### src/rtl/assert_macros.svh
// assertion helpers for the rtl
`ifndef ASSERT_MACROS_SVH
`define ASSERT_MACROS_SVH

// clocked check, masked while reset is asserted
`define MWF_ASSERT(lbl, clk, rst_n, prop, msg) \
    lbl: assert property (@(posedge clk) disable iff (!rst_n) prop) else $error(msg);

// clocked check that also holds during reset
`define MWF_ASSERT_NR(lbl, clk, prop, msg) \
    lbl: assert property (@(posedge clk) prop) else $error(msg);

`endif

### src/rtl/mwf_pkg.sv
`timescale 1ns / 1ps
package mwf_pkg;
    localparam int CHANNELS_DEF   = 4;
    localparam int WINDOW_LEN_DEF = 8;

    localparam int SAMPLE_W = 32;
    localparam int THR_W    = 16;
    localparam int KIND_W   = 3;
    localparam int CHAN_W   = 2;

    localparam logic [THR_W-1:0] THR_RESET = 16'd3277;

    // result selector codes
    localparam logic [KIND_W-1:0] K_TRIM   = 3'd0;
    localparam logic [KIND_W-1:0] K_MODE   = 3'd1;
    localparam logic [KIND_W-1:0] K_MEDIAN = 3'd2;
    localparam logic [KIND_W-1:0] K_SMOOTH = 3'd3;
    localparam logic [KIND_W-1:0] K_MAX    = 3'd4;
    localparam logic [KIND_W-1:0] K_MIN    = 3'd5;
    localparam logic [KIND_W-1:0] K_NONE   = 3'd6;
endpackage

### src/rtl/multichannel_window_filter.sv
`timescale 1ns / 1ps
// Multichannel sliding-window filter. Each input word carries one signed Q16.16 sample, the
// channel whose ring window of WINDOW_LEN samples takes it, and a kind that picks the answer:
// trimmed mean (max and min dropped), most frequent value (ties to the earliest slot), upper
// median, smooth hold (one held value shared by all channels, updated when the window mean is
// positive and max and min lie within mean*smooth_threshold/65536 of it), maximum, minimum,
// or zero. A channel beyond CHANNELS leaves all state alone and answers zero. All windows
// sit in one memory with a single registered read port, and every step reads one sample
// through it, so that port sets the rate: each word is written, then its whole window is
// scanned for sum, maximum and minimum. Max, min and zero answers follow the scan directly;
// median and most frequent add a compare of every slot against every slot; trimmed mean
// adds a divide by a constant done as a reciprocal multiply in 16-bit digit steps; smooth
// hold adds the limit products and their compare, plus the divide when the held value
// updates. A result still waiting in the output register holds the next word back for as
// long as it waits. The input is not ready while a word is in work. After reset a clearing
// pass zeroes every window entry in turn before the first word is taken; threshold writes
// are taken at any time.
module multichannel_window_filter #(
    parameter int CHANNELS   = mwf_pkg::CHANNELS_DEF,
    parameter int WINDOW_LEN = mwf_pkg::WINDOW_LEN_DEF
) (
    input  logic        i_clk,
    input  logic        i_rst_n,
    // input words
    input  logic        i_s_tvalid,
    output logic        o_s_tready,
    input  logic [31:0] i_s_tdata,   // sample [31:0]
    input  logic [7:0]  i_s_tuser,   // channel [1:0], kind [4:2], zero [7:5]
    // result words
    output logic        o_m_tvalid,
    input  logic        i_m_tready,
    output logic [31:0] o_m_tdata,   // filtered_value [31:0]
    // threshold write
    input  logic        i_cfg_valid,
    output logic        o_cfg_ready,
    input  logic [15:0] i_cfg_data   // smooth_threshold [15:0]
);
    `include "assert_macros.svh"

    localparam int DEPTH = CHANNELS * WINDOW_LEN;
    localparam int AW    = $clog2(DEPTH);
    localparam int IW    = $clog2(WINDOW_LEN);
    localparam int CIW   = (CHANNELS > 1) ? $clog2(CHANNELS) : 1;
    localparam int CW    = $clog2(WINDOW_LEN + 1);
    localparam int SW    = 33 + IW;          // window sum
    localparam int PW    = SW + 18;          // smooth-hold products
    // reciprocal divide: 16-bit multiplier digits, most significant first
    localparam int MC      = (SW + 2 + 15) / 16;
    localparam int MW      = 16 * MC;
    localparam int ACW     = SW + MW;
    localparam int PRW     = SW + 16;
    localparam int QCW     = $clog2(MC + 1);
    localparam int SH_TRIM = SW + $clog2(WINDOW_LEN - 2);
    localparam int SH_MEAN = SW + $clog2(WINDOW_LEN);
    localparam logic [MW-1:0] REC_TRIM =
        MW'(((longint'(1) << SH_TRIM) + longint'(WINDOW_LEN - 3)) / longint'(WINDOW_LEN - 2));
    localparam logic [MW-1:0] REC_MEAN =
        MW'(((longint'(1) << SH_MEAN) + longint'(WINDOW_LEN - 1)) / longint'(WINDOW_LEN));

    localparam logic [IW-1:0] LAST_IDX = IW'(WINDOW_LEN - 1);
    localparam logic [CW-1:0] HALF     = CW'(WINDOW_LEN / 2);
    localparam logic signed [PW-1:0] N_S = PW'(WINDOW_LEN);

    // sequencer states
    localparam logic [3:0] S_CLEAR  = 4'd0;
    localparam logic [3:0] S_IDLE   = 4'd1;
    localparam logic [3:0] S_WRITE  = 4'd2;
    localparam logic [3:0] S_SCAN   = 4'd3;
    localparam logic [3:0] S_DISP   = 4'd4;
    localparam logic [3:0] S_OUTER  = 4'd5;
    localparam logic [3:0] S_LOADI  = 4'd6;
    localparam logic [3:0] S_INNER  = 4'd7;
    localparam logic [3:0] S_SM_MUL = 4'd8;
    localparam logic [3:0] S_SM_CMP = 4'd9;
    localparam logic [3:0] S_DIVSET = 4'd10;
    localparam logic [3:0] S_DIV    = 4'd11;
    localparam logic [3:0] S_DIVEND = 4'd12;
    localparam logic [3:0] S_DONE   = 4'd13;

    logic [3:0]            r_state, n_state;
    logic [AW-1:0]         r_clr, n_clr;
    logic [15:0]           r_thr;
    logic [IW-1:0]         r_wslot [CHANNELS];
    logic [IW-1:0]         n_wslot [CHANNELS];
    logic signed [31:0]    r_held, n_held;
    logic signed [31:0]    r_sample, n_sample;
    logic [CIW-1:0]        r_chi, n_chi;
    logic [2:0]            r_kind, n_kind;
    logic [AW-1:0]         r_base, n_base;
    logic [IW-1:0]         r_wr_idx, n_wr_idx;
    logic [IW-1:0]         r_addr_idx, n_addr_idx;
    logic                  r_prim, n_prim;
    logic [IW-1:0]         r_j, n_j;
    logic [IW-1:0]         r_i, n_i;
    logic signed [SW-1:0]  r_sum, n_sum;
    logic signed [31:0]    r_mx, n_mx;
    logic signed [31:0]    r_mn, n_mn;
    logic signed [31:0]    r_vi, n_vi;
    logic [CW-1:0]         r_ceq, n_ceq;
    logic [CW-1:0]         r_clt, n_clt;
    logic [CW-1:0]         r_cle, n_cle;
    logic [CW-1:0]         r_best, n_best;
    logic signed [31:0]    r_pick, n_pick;
    logic signed [31:0]    r_med, n_med;
    logic signed [SW-1:0]  r_num, n_num;
    logic [SW-1:0]         r_mag, n_mag;
    logic                  r_neg, n_neg;
    logic [MW-1:0]         r_rec, n_rec;
    logic [ACW-1:0]        r_acc, n_acc;
    logic [QCW-1:0]        r_dcnt, n_dcnt;
    logic                  r_div_held, n_div_held;
    logic signed [PW-1:0]  r_lim, n_lim;
    logic signed [PW-1:0]  r_dmax, n_dmax;
    logic signed [PW-1:0]  r_dmin, n_dmin;
    logic [31:0]           r_res, n_res;
    logic                  r_out_valid, n_out_valid;
    logic [31:0]           r_out_data, n_out_data;

    logic                  ram_we;
    logic [AW-1:0]         ram_waddr;
    logic [31:0]           ram_wdata;
    logic [AW-1:0]         ram_raddr;
    logic [31:0]           ram_rdata;
    logic signed [31:0]    rd_s;

    logic                  s_accept;
    logic [CW-1:0]         f_eq, f_lt, f_le;
    logic [PRW-1:0]        mul_p;
    logic [31:0]           q_mag;
    logic [31:0]           q_signed;

    assign o_s_tready  = (r_state == S_IDLE);
    assign s_accept    = i_s_tvalid && o_s_tready;
    assign o_m_tvalid  = r_out_valid;
    assign o_m_tdata   = r_out_data;
    assign o_cfg_ready = 1'b1;

    assign rd_s = signed'(ram_rdata);

    // window memory: clearing pass, sample write, one read a cycle
    assign ram_we    = (r_state == S_CLEAR) || (r_state == S_WRITE);
    assign ram_waddr = (r_state == S_CLEAR) ? r_clr : (r_base + AW'(r_wr_idx));
    assign ram_wdata = (r_state == S_CLEAR) ? 32'd0 : r_sample;
    assign ram_raddr = r_base + AW'(r_addr_idx);

    mwf_ram #(
        .WIDTH (32),
        .DEPTH (DEPTH)
    ) u_window (
        .i_clk   (i_clk),
        .i_we    (ram_we),
        .i_waddr (ram_waddr),
        .i_wdata (ram_wdata),
        .i_raddr (ram_raddr),
        .o_rdata (ram_rdata)
    );

    // pair compare of the inner loop, folded into the running counts
    always_comb begin
        f_eq = r_ceq + CW'(((rd_s == r_vi) && (r_j >= r_i)) ? 1 : 0);
        f_lt = r_clt + CW'((rd_s < r_vi) ? 1 : 0);
        f_le = r_cle + CW'((rd_s <= r_vi) ? 1 : 0);
    end

    // divide by a constant: magnitude times reciprocal, one 16-bit digit a step
    always_comb begin
        mul_p    = PRW'(r_mag) * PRW'(r_rec[MW-1 -: 16]);
        q_mag    = r_div_held ? r_acc[SH_MEAN +: 32] : r_acc[SH_TRIM +: 32];
        q_signed = r_neg ? (32'd0 - q_mag) : q_mag;
    end

    always_comb begin
        n_state     = r_state;
        n_clr       = r_clr;
        n_wslot     = r_wslot;
        n_held      = r_held;
        n_sample    = r_sample;
        n_chi       = r_chi;
        n_kind      = r_kind;
        n_base      = r_base;
        n_wr_idx    = r_wr_idx;
        n_addr_idx  = r_addr_idx;
        n_prim      = r_prim;
        n_j         = r_j;
        n_i         = r_i;
        n_sum       = r_sum;
        n_mx        = r_mx;
        n_mn        = r_mn;
        n_vi        = r_vi;
        n_ceq       = r_ceq;
        n_clt       = r_clt;
        n_cle       = r_cle;
        n_best      = r_best;
        n_pick      = r_pick;
        n_med       = r_med;
        n_num       = r_num;
        n_mag       = r_mag;
        n_neg       = r_neg;
        n_rec       = r_rec;
        n_acc       = r_acc;
        n_dcnt      = r_dcnt;
        n_div_held  = r_div_held;
        n_lim       = r_lim;
        n_dmax      = r_dmax;
        n_dmin      = r_dmin;
        n_res       = r_res;
        n_out_valid = r_out_valid;
        n_out_data  = r_out_data;

        if (r_out_valid && i_m_tready) begin
            n_out_valid = 1'b0;
        end

        unique case (r_state)
            S_CLEAR: begin
                n_clr = r_clr + AW'(1);
                if (r_clr == AW'(DEPTH - 1)) begin
                    n_state = S_IDLE;
                end
            end
            S_IDLE: begin
                if (s_accept) begin
                    n_sample = signed'(i_s_tdata);
                    n_kind   = i_s_tuser[4:2];
                    n_chi    = CIW'(i_s_tuser[1:0]);
                    n_base   = AW'(32'(i_s_tuser[1:0]) * WINDOW_LEN);
                    if (32'(i_s_tuser[1:0]) >= CHANNELS) begin
                        // unknown channel: nothing stored, answer zero
                        n_res   = 32'd0;
                        n_state = S_DONE;
                    end else begin
                        n_wr_idx = r_wslot[CIW'(i_s_tuser[1:0])];
                        n_state  = S_WRITE;
                    end
                end
            end
            S_WRITE: begin
                n_wslot[r_chi] = (r_wr_idx == LAST_IDX) ? IW'(0) : (r_wr_idx + IW'(1));
                n_addr_idx     = IW'(0);
                n_prim         = 1'b0;
                n_state        = S_SCAN;
            end
            S_SCAN: begin
                if (!r_prim) begin
                    n_prim     = 1'b1;
                    n_addr_idx = IW'(1);
                    n_j        = IW'(0);
                end else begin
                    n_addr_idx = r_addr_idx + IW'(1);
                    if (r_j == IW'(0)) begin
                        n_sum = SW'(rd_s);
                        n_mx  = rd_s;
                        n_mn  = rd_s;
                    end else begin
                        n_sum = r_sum + SW'(rd_s);
                        n_mx  = (rd_s > r_mx) ? rd_s : r_mx;
                        n_mn  = (rd_s < r_mn) ? rd_s : r_mn;
                    end
                    if (r_j == LAST_IDX) begin
                        n_state = S_DISP;
                    end else begin
                        n_j = r_j + IW'(1);
                    end
                end
            end
            S_DISP: begin
                unique case (r_kind)
                    mwf_pkg::K_TRIM: begin
                        n_num      = r_sum - SW'(r_mx) - SW'(r_mn);
                        n_div_held = 1'b0;
                        n_state    = S_DIVSET;
                    end
                    mwf_pkg::K_MODE, mwf_pkg::K_MEDIAN: begin
                        n_i        = IW'(0);
                        n_addr_idx = IW'(0);
                        n_best     = CW'(0);
                        n_state    = S_OUTER;
                    end
                    mwf_pkg::K_SMOOTH: begin
                        if (r_sum > SW'(0)) begin
                            n_state = S_SM_MUL;
                        end else begin
                            n_res   = r_held;
                            n_state = S_DONE;
                        end
                    end
                    mwf_pkg::K_MAX: begin
                        n_res   = r_mx;
                        n_state = S_DONE;
                    end
                    mwf_pkg::K_MIN: begin
                        n_res   = r_mn;
                        n_state = S_DONE;
                    end
                    default: begin
                        n_res   = 32'd0;
                        n_state = S_DONE;
                    end
                endcase
            end
            S_OUTER: begin
                n_addr_idx = IW'(0);
                n_state    = S_LOADI;
            end
            S_LOADI: begin
                n_vi       = rd_s;
                n_addr_idx = IW'(1);
                n_j        = IW'(0);
                n_ceq      = CW'(0);
                n_clt      = CW'(0);
                n_cle      = CW'(0);
                n_state    = S_INNER;
            end
            S_INNER: begin
                n_addr_idx = r_addr_idx + IW'(1);
                n_ceq      = f_eq;
                n_clt      = f_lt;
                n_cle      = f_le;
                if (r_j == LAST_IDX) begin
                    // strict greater keeps the earliest slot on ties
                    if (f_eq > r_best) begin
                        n_best = f_eq;
                        n_pick = r_vi;
                    end
                    // slot value sits at sorted index half
                    if ((f_lt <= HALF) && (f_le > HALF)) begin
                        n_med = r_vi;
                    end
                    if (r_i == LAST_IDX) begin
                        if (r_kind == mwf_pkg::K_MODE) begin
                            n_res = (f_eq > r_best) ? r_vi : r_pick;
                        end else begin
                            n_res = ((f_lt <= HALF) && (f_le > HALF)) ? r_vi : r_med;
                        end
                        n_state = S_DONE;
                    end else begin
                        n_i        = r_i + IW'(1);
                        n_addr_idx = r_i + IW'(1);
                        n_state    = S_OUTER;
                    end
                end else begin
                    n_j = r_j + IW'(1);
                end
            end
            S_SM_MUL: begin
                n_lim   = PW'(signed'({1'b0, r_thr})) * PW'(r_sum);
                n_dmax  = N_S * PW'(r_mx) - PW'(r_sum);
                n_dmin  = PW'(r_sum) - N_S * PW'(r_mn);
                n_state = S_SM_CMP;
            end
            S_SM_CMP: begin
                if (((r_dmax <<< 16) < r_lim) && ((r_dmin <<< 16) < r_lim)) begin
                    n_num      = r_sum;
                    n_div_held = 1'b1;
                    n_state    = S_DIVSET;
                end else begin
                    n_res   = r_held;
                    n_state = S_DONE;
                end
            end
            S_DIVSET: begin
                n_neg   = r_num[SW-1];
                n_mag   = r_num[SW-1] ? (SW'(0) - unsigned'(r_num)) : unsigned'(r_num);
                n_rec   = r_div_held ? REC_MEAN : REC_TRIM;
                n_acc   = ACW'(0);
                n_dcnt  = QCW'(MC);
                n_state = S_DIV;
            end
            S_DIV: begin
                n_acc  = {r_acc[ACW-17:0], 16'd0} + ACW'(mul_p);
                n_rec  = {r_rec[MW-17:0], 16'd0};
                n_dcnt = r_dcnt - QCW'(1);
                if (r_dcnt == QCW'(1)) begin
                    n_state = S_DIVEND;
                end
            end
            S_DIVEND: begin
                n_res = q_signed;
                if (r_div_held) begin
                    n_held = signed'(q_signed);
                end
                n_state = S_DONE;
            end
            S_DONE: begin
                // output register frees the core while the result waits
                if (!r_out_valid) begin
                    n_out_valid = 1'b1;
                    n_out_data  = r_res;
                    n_state     = S_IDLE;
                end
            end
            default: begin
                n_state = S_IDLE;
            end
        endcase
    end

    // control state
    always_ff @(posedge i_clk) begin
        if (!i_rst_n) begin
            r_state     <= S_CLEAR;
            r_clr       <= AW'(0);
            r_thr       <= mwf_pkg::THR_RESET;
            r_held      <= 32'sd0;
            r_out_valid <= 1'b0;
            for (int c = 0; c < CHANNELS; c++) begin
                r_wslot[c] <= IW'(0);
            end
        end else begin
            r_state     <= n_state;
            r_clr       <= n_clr;
            r_held      <= n_held;
            r_out_valid <= n_out_valid;
            r_wslot     <= n_wslot;
            if (i_cfg_valid && o_cfg_ready) begin
                r_thr <= i_cfg_data;
            end
        end
    end

    // datapath registers
    always_ff @(posedge i_clk) begin
        r_sample   <= n_sample;
        r_chi      <= n_chi;
        r_kind     <= n_kind;
        r_base     <= n_base;
        r_wr_idx   <= n_wr_idx;
        r_addr_idx <= n_addr_idx;
        r_prim     <= n_prim;
        r_j        <= n_j;
        r_i        <= n_i;
        r_sum      <= n_sum;
        r_mx       <= n_mx;
        r_mn       <= n_mn;
        r_vi       <= n_vi;
        r_ceq      <= n_ceq;
        r_clt      <= n_clt;
        r_cle      <= n_cle;
        r_best     <= n_best;
        r_pick     <= n_pick;
        r_med      <= n_med;
        r_num      <= n_num;
        r_mag      <= n_mag;
        r_neg      <= n_neg;
        r_rec      <= n_rec;
        r_acc      <= n_acc;
        r_dcnt     <= n_dcnt;
        r_div_held <= n_div_held;
        r_lim      <= n_lim;
        r_dmax     <= n_dmax;
        r_dmin     <= n_dmin;
        r_res      <= n_res;
        r_out_data <= n_out_data;
    end

    `MWF_ASSERT(a_accept_starts, i_clk, i_rst_n, s_accept |=> ((r_state == S_WRITE) || (r_state == S_DONE)), "accepted word did not start work")
    `MWF_ASSERT(a_done_delivers, i_clk, i_rst_n, ((r_state == S_DONE) && !r_out_valid) |=> (r_out_valid && (r_state == S_IDLE)), "finished result not registered")
    `MWF_ASSERT(a_div_count, i_clk, i_rst_n, (r_state == S_DIV) |-> (r_dcnt != QCW'(0)), "divider digit count out of range")
endmodule

### src/rtl/mwf_ram.sv
`timescale 1ns / 1ps
module mwf_ram #(
    parameter int WIDTH = 32,
    parameter int DEPTH = 32
) (
    input  logic                     i_clk,
    input  logic                     i_we,
    input  logic [$clog2(DEPTH)-1:0] i_waddr,
    input  logic [WIDTH-1:0]         i_wdata,
    input  logic [$clog2(DEPTH)-1:0] i_raddr,
    output logic [WIDTH-1:0]         o_rdata
);
    logic [WIDTH-1:0] r_mem [DEPTH];
    logic [WIDTH-1:0] r_rdata;

    always_ff @(posedge i_clk) begin
        if (i_we) begin
            r_mem[i_waddr] <= i_wdata;
        end
        r_rdata <= r_mem[i_raddr];
    end

    assign o_rdata = r_rdata;
endmodule

### config.mk
export PLATFORM = sky130hd
export DESIGN_NAME = multichannel_window_filter
export DESIGN_NICKNAME = d
export VERILOG_FILES = /design/src/rtl/mwf_pkg.sv /design/src/rtl/multichannel_window_filter.sv /design/src/rtl/mwf_ram.sv
export VERILOG_INCLUDE_DIRS = /design/src /design/src/rtl
export SDC_FILE = /design/constraint.sdc
export NUM_CORES = 2
export LEC_CHECK = 0
export BUFFER_PORTS_ARGS = -buffer_cell sky130_fd_sc_hd__buf_2
export CAP_MARGIN = 15
export CORE_MARGIN = 3
export CORE_UTILIZATION = 60
export CTS_CLUSTER_DIAMETER = 120
export DETAILED_ROUTE_END_ITERATION = 10
export PLACE_DENSITY = 0.77
export SETUP_SLACK_MARGIN = 0.1
export SLEW_MARGIN = 20
export SYNTH_ARGS = -nofsm -noshare
export SYNTH_HDL_FRONTEND = slang
export SYNTH_HIERARCHICAL = 1
export SYNTH_SLANG_ARGS = --single-unit
### constraint.sdc
create_clock -name i_clk -period 26.1 [get_ports i_clk]
set_input_delay 2.61 -clock i_clk [delete_from_list [all_inputs] [get_ports i_clk]]
set_output_delay 2.61 -clock i_clk [all_outputs]
set_load 0.02 [all_outputs]
After elaboration in Yosys (flattened, before gate mapping)
Memories as Yosys holds them, arrays and structs flattened. A register that Yosys moved wholly into a read port is not among the register bits.
Cells that the tools add are included.
Widths: inputs -> output; s select.
{ "word_totals": {"regBits": 719, "ramBits": 1024, "inputBits": 61, "out_inout_bits": 35, "elab_cells": 229, "memories": 1} }
{ "classes": {"n_addsub": 19, "multipliers": 2, "n_lt_le_gt_ge": 14, "n_eq_ne": 40, "n_mux": 74, "bitwise_logic": 3, "n_reduce_logical": 36} }
{ "memory_table": {"columns": ["memory", "words", "width", "rd", "rd_clocked_by_memory_dff", "write_ports", "line_no", "text"], "rows": [
  ["u_window.r_mem", 32, 32, 1, 1, 1, "mwf_ram.sv:13", "logic [WIDTH-1:0] r_mem [DEPTH];"]
]} }
{ "ops": {"columns": ["cell", "n"], "rows": [
  ["$mux 32", 13],
  ["$pmux 32 s4", 2],
  ["$pmux 71 s2", 1],
  ["$lt 53x54->1", 2],
  ["$mux 36", 3],
  ["$pmux 48 s2", 1],
  ["$pmux 36 s2", 1],
  ["$sub 36x32->36", 2],
  ["$add 71x52->71", 1],
  ["$mux 35", 2],
  ["$lt 32x32->1", 2],
  ["$pmux 4 s14", 1],
  ["$mul 17x36->53", 1],
  ["$mul 36x16->52", 1],
  ["$mux 4", 11],
  ["$mux 3", 14],
  ["$sub 35x36->37", 1],
  ["$sub 36x35->37", 1],
  ["$add 36x32->36", 1],
  ["$gt 36x1->1 const B", 1],
  ["$sub 1x36->36 const A", 1],
  ["$eq 32x32->1", 1],
  ["$gt 32x32->1", 1],
  ["$le 32x32->1", 1],
  ["53 further kinds", 122]
]} }

Depth between registers and ports, before layout
{ "logic_depth": {"word_depth": 10, "depth_mapped": 28, "ltp_nobuf": 26} }

Hierarchy
The synthesis kept the hierarchy.
{ "modules_own_cells": {"columns": ["mod", "instances", "cells_per_inst", "area_per_inst_um2", "seq_area_each_um2"], "rows": [
  ["multichannel_window_filter", 1, 7415, 72618.4, 19598.8],
  ["mwf_ram", 1, 2260, 40490.1, 31390.1]
]} }

Least setup slack after synthesis
OpenSTA, ideal clock, no wires.
{ "synth_path": {"kind": "register to register", "start": "register r_state[0]", "end": "register r_dmax[0] (enable)", "setup_ps": 765, "arrival_ps": 9313, "required_time_ps": 25335, "slack_ps": 16021, "stages_incl_launch_ff": 4, "n_path_buf": 2, "synth_period_minus_slack_ps": 10079, "cell_sequence": "dfxtp_1 -> clkbuf_1 -> buf_1 -> nor3_1"} }
{ "synth_between": {"elab_chain_len": 1} }
{ "synth_rtl": {"columns": ["element", "line_no", "text"], "rows": [
  ["start, declared", "multichannel_window_filter.sv:80", "logic [3:0] r_state, n_state;"],
  ["start signal, assigned", "multichannel_window_filter.sv:410", "r_state <= n_state;"],
  ["$eq 4x4->1", "multichannel_window_filter.sv:214", "unique case (r_state)"],
  ["end signal, assigned", "multichannel_window_filter.sv:450", "r_dmax <= n_dmax;"],
  ["end, declared", "multichannel_window_filter.sv:113", "logic signed [PW-1:0] r_dmax, n_dmax;"]
]} }
Every way passes these cells.
A chain may end at the register's enable or synchronous reset.

Worst setup path after layout
{ "layout_path": {"start": "register r_thr[4]", "end": "register r_lim[46] (data pin)"} }
{ "layout_between": {"elab_chain_len": 1} }
{ "layout_rtl": {"columns": ["element", "line_no", "text"], "rows": [
  ["start, declared", "multichannel_window_filter.sv:82", "logic [15:0] r_thr;"],
  ["start signal, assigned", "multichannel_window_filter.sv:403", "r_thr <= mwf_pkg::THR_RESET;"],
  ["start signal, assigned", "multichannel_window_filter.sv:416", "r_thr <= i_cfg_data;"],
  ["$mul 17x36->53", "multichannel_window_filter.sv:346", "n_lim = PW'(signed'({1'b0, r_thr})) * PW'(r_sum);"],
  ["end signal, assigned", "multichannel_window_filter.sv:449", "r_lim <= n_lim;"],
  ["end, declared", "multichannel_window_filter.sv:112", "logic signed [PW-1:0] r_lim, n_lim;"]
]} }
Every way passes these cells.

==> out/results.ini <==
[clocking]
cts_buffer_depth=3
cts.sink_count=1732
cts-hold-fix-buffers=0
clk_latency_ns=0.85
cts_resized=0
cts_buffers=171
cts_tree=yes
clk_pin_slew_ns=0.06
root_buffer=clkbuf_16
cts_htree_levels=4
postCtsSetupBuffers=0

[pwr]
p_int_w=0.00574
total_power_w=0.00842
switchingPower_w=0.00267
netSwitchingFraction=0.318
pwr-share-clk=0.302
cellLeakagePower_nw=51.2
powerDensity_nw_per_um2=68.9
p_comb_frac=0.322
peakVddDrop_uv=117
seq_power_share=0.376

[die]
rows=158
design.core.area_um2=186000
die_y_um=440
initial_core_util=0.607
die_area_um2=194000
die_x_um=440
ios=96

[drt]
wl_met1_um=107000
wl_per_cell_um=23.0
initialDrtViolationCount=6885
vias_per_cell=6.05
firstDrtPassIters=6
detail-route-antenna-nets=0
drc=0
num_vias=74400
finalWirelength_um=284000
route.met2.wl_um=141000
dr_wl_met3_um=19800
highest_layer=met4

[yosys]
synth.avg_cell_area_um2=11.7
synth_cell_types=87
yosysWarningCount=6
seq_area_frac_synth=0.451
yosysTopAreaCellShare=0.433
ys_ff_latch=1732
async_flop_share=0
synth_edf_count=1630
synth.largest_area_cell=edfxtp_1
postSynthCellCount=9675
synth.area.top_cells=edfxtp_1, fa_1, ha_1
netlist_area_um2=113000
syn_nets=11300
synthFlopType=edfxtp_1

[placed_design]
gp_congestion=0.976
port_buffers=91
placed_area_um2=116000
dpl.cell_count=12000
post-place-ws_ns=18.04
place_hpwl_um=193000

[worst_setup_path]
cp-start-kind=flop
critPathMaxStageDelay_ns=0.81
slowest_stage=dfxtp_1
endpoint_kind=flop
reg2regPathDepth=24
r2r_start=r_thr[4]
cp.required_ns=26.61
worstSetupPathType=flop to flop
crit_path_max_fanout=23
arrival_ns=8.76
r2r_end=r_lim[46]
cpMostUsedCell=fa_1
path_cells=buf_4 > nand2_1 > fa_1 > fa_1 > fa_1 > inv_1 > fa_1 > fa_1 > inv_1 > fa_1 > inv_1 > ha_1 > a21oi_1 > a21oi_1 > a211o_1 > a311oi_1 > a2111oi_0 > buf_4 > or2_1 > a31oi_1 > o21ai_1 > a21o_1 > a21oi_1 > xnor2_1
reg2reg_setup_slack_ns=17.85

[timing]
setup_violations=0
final-hold-violation-count=0
rsz0062_at_grt=no
fin_skew_ns=0.0915
fmax_ghz=0.121
relSlewSlack=0.269
fin_crit_ns=8.25
tightestPinTransition_ns=1.10
finalCritPeriodShare=0.316
slew_violations=0
fin_ws_ns=17.85
setup_tns_ns=0

[grt]
grt.total_usage=0.297
grt_max_degree=136
overflow=0
antenna_found_initial=8
grt_pass1_vias=76900
grt_first_pass_wirelength_um=440000

[hold_path]
hp-class=flop to flop
min_delay_path_depth=0
hold_start=r_res[21]
holdPathEnd=o_m_tdata[21]

[cells_and_area]
stdcell_count=12300
area_delta_synth_final_pct=8.03
fin_area_um2=122000
fin_nets=11300
fillers=13500
drive_above_1_share=0.0633

[run_status]
status=finished, final reports clean

[job]
drv_cap=0

[critical path: cells and delay by family, from the launching register on]
| family | cells | cell delay, ns |
|---|---|---|
| AND/OR/NAND/NOR | 2 | 0.38 |
| flip-flops | 1 | 0.81 |
| buffers and inverters | 5 | 0.84 |
| AO/OA/AOI/OAI | 9 | 2.32 |
| adder cells (fa/ha/maj) | 7 | 3.47 |
| XOR/XNOR | 1 | 0.10 |
[layout by cell type (no fill, tap or decap), types with 35 or more instances in the layout]
master     instances
a22o_1            73
nand4_1           65
clkbuf_1          40
clkbuf_16        173
a31oi_1           55
inv_1           1388
nor3_1            80
a21o_1           166
nor2_4            36
xor2_1           122
o21a_1            49
nand3_1          171
ha_1             743
edfxtp_1        1630
o21ai_0          323
nor2b_1           78
and3_1            36
fa_1             841
mux2i_1          567
xnor2_1          167
a22oi_1          117
nand2_1          816
o31ai_1           35
and2_1           432
dfxtp_1          101
buf_2             91
a21oi_1          400
buf_4            155
nand2b_1          61
nor2_1           260
[power groups by stage]
stage	logic (W)	clock network [W]	registers (W)
after detailed placement	0.00269	0	0.00323
after global placement	0.00261	0	0.00322
after CTS	0.00270	0.00257	0.00317
after global routing	0.00305	0.00268	0.00317
after floorplan	0.00203	0	0.00322
final	0.00271	0.00254	0.00317
[metal layers]
metal / vias up / global-route usage
li1: 33300 / -
met1: 37200 / 0.369
met2: 3152 / 0.508
met3: 822 / 0.0445
met4: 0 / 0.147
met5: - / 0
[synth_stat cells (all sizes together), types with 84 or more instances]
library cell / n
xor2: 122
fa: 841
clkbuf: 312
a21oi: 402
a21o: 166
nand3: 172
and2: 438
buf: 110
inv: 1388
mux2i: 567
a22oi: 117
nand2: 816
dfxtp: 102
xnor2: 167
o21ai: 324
nor3: 84
edfxtp: 1630
nor2: 299
ha: 743
[cell type report]
type / instances / area, µm² / share of cell area
well taps: 2480 / 3100 / 0.0254
clock inverters: 98 / 1230 / 0.0100
diodes: 5 / 12.5 / 0.000102
clock buffers: 220 / 4580 / 0.0374
flip-flops and latches: 1732 / 51000 / 0.417
multi-input cells: 6132 / 55300 / 0.453
repair buffers: 254 / 1760 / 0.0144
inverters: 1388 / 5210 / 0.0426
[cell families after synthesis]
family | share of synthesized area
buffers and inverters | 0.0634
multiplexers | 0.0520
XOR/XNOR | 0.0224
other | 0.0000332
flip-flops | 0.451
adder cells (fa/ha/maj) | 0.231
AO/OA/AOI/OAI | 0.0854
AND/OR/NAND/NOR | 0.0950
[sequential cells by signal, summed over array words and instances, names as in the netlist, 16 cells and up]
signal            cells
r_acc                71
r_mx                 32
r_med                32
u_window/o_rdata     32
r_lim                53
o_m_tdata            32
u_window/r_mem     1024
r_mag                36
r_held               32
r_dmin               36
r_sample             32
r_vi                 32
r_dmax               37
r_pick               32
r_mn                 32
r_thr                16
r_num                36
r_res                32
r_sum                36
[through the flow]
stage,hold WS (ns),util
2_1_floorplan,0.400,-
3_3_place_gp,0.409,0.624
3_5_place_dp,0.408,0.624
4_1_cts,0.398,0.655
5_1_grt,0.416,0.655
6_report,0.403,0.655
[how the worst max path moves through the flow]
stage / start / endpoint / slack, ns / depth (start not counted)
after floorplan: r_state[0] / r_dmax[0] / 16.02 / 3
after global placement: r_rec[33] / r_acc[50] / 17.99 / 21
after detailed placement: r_thr[10] / r_lim[52] / 18.04 / 24
after CTS: r_thr[11] / r_lim[52] / 18.00 / 24
after global routing: r_thr[10] / r_lim[52] / 17.61 / 24
final: r_thr[4] / r_lim[46] / 17.85 / 24
(Power assumes the default switching activity.)
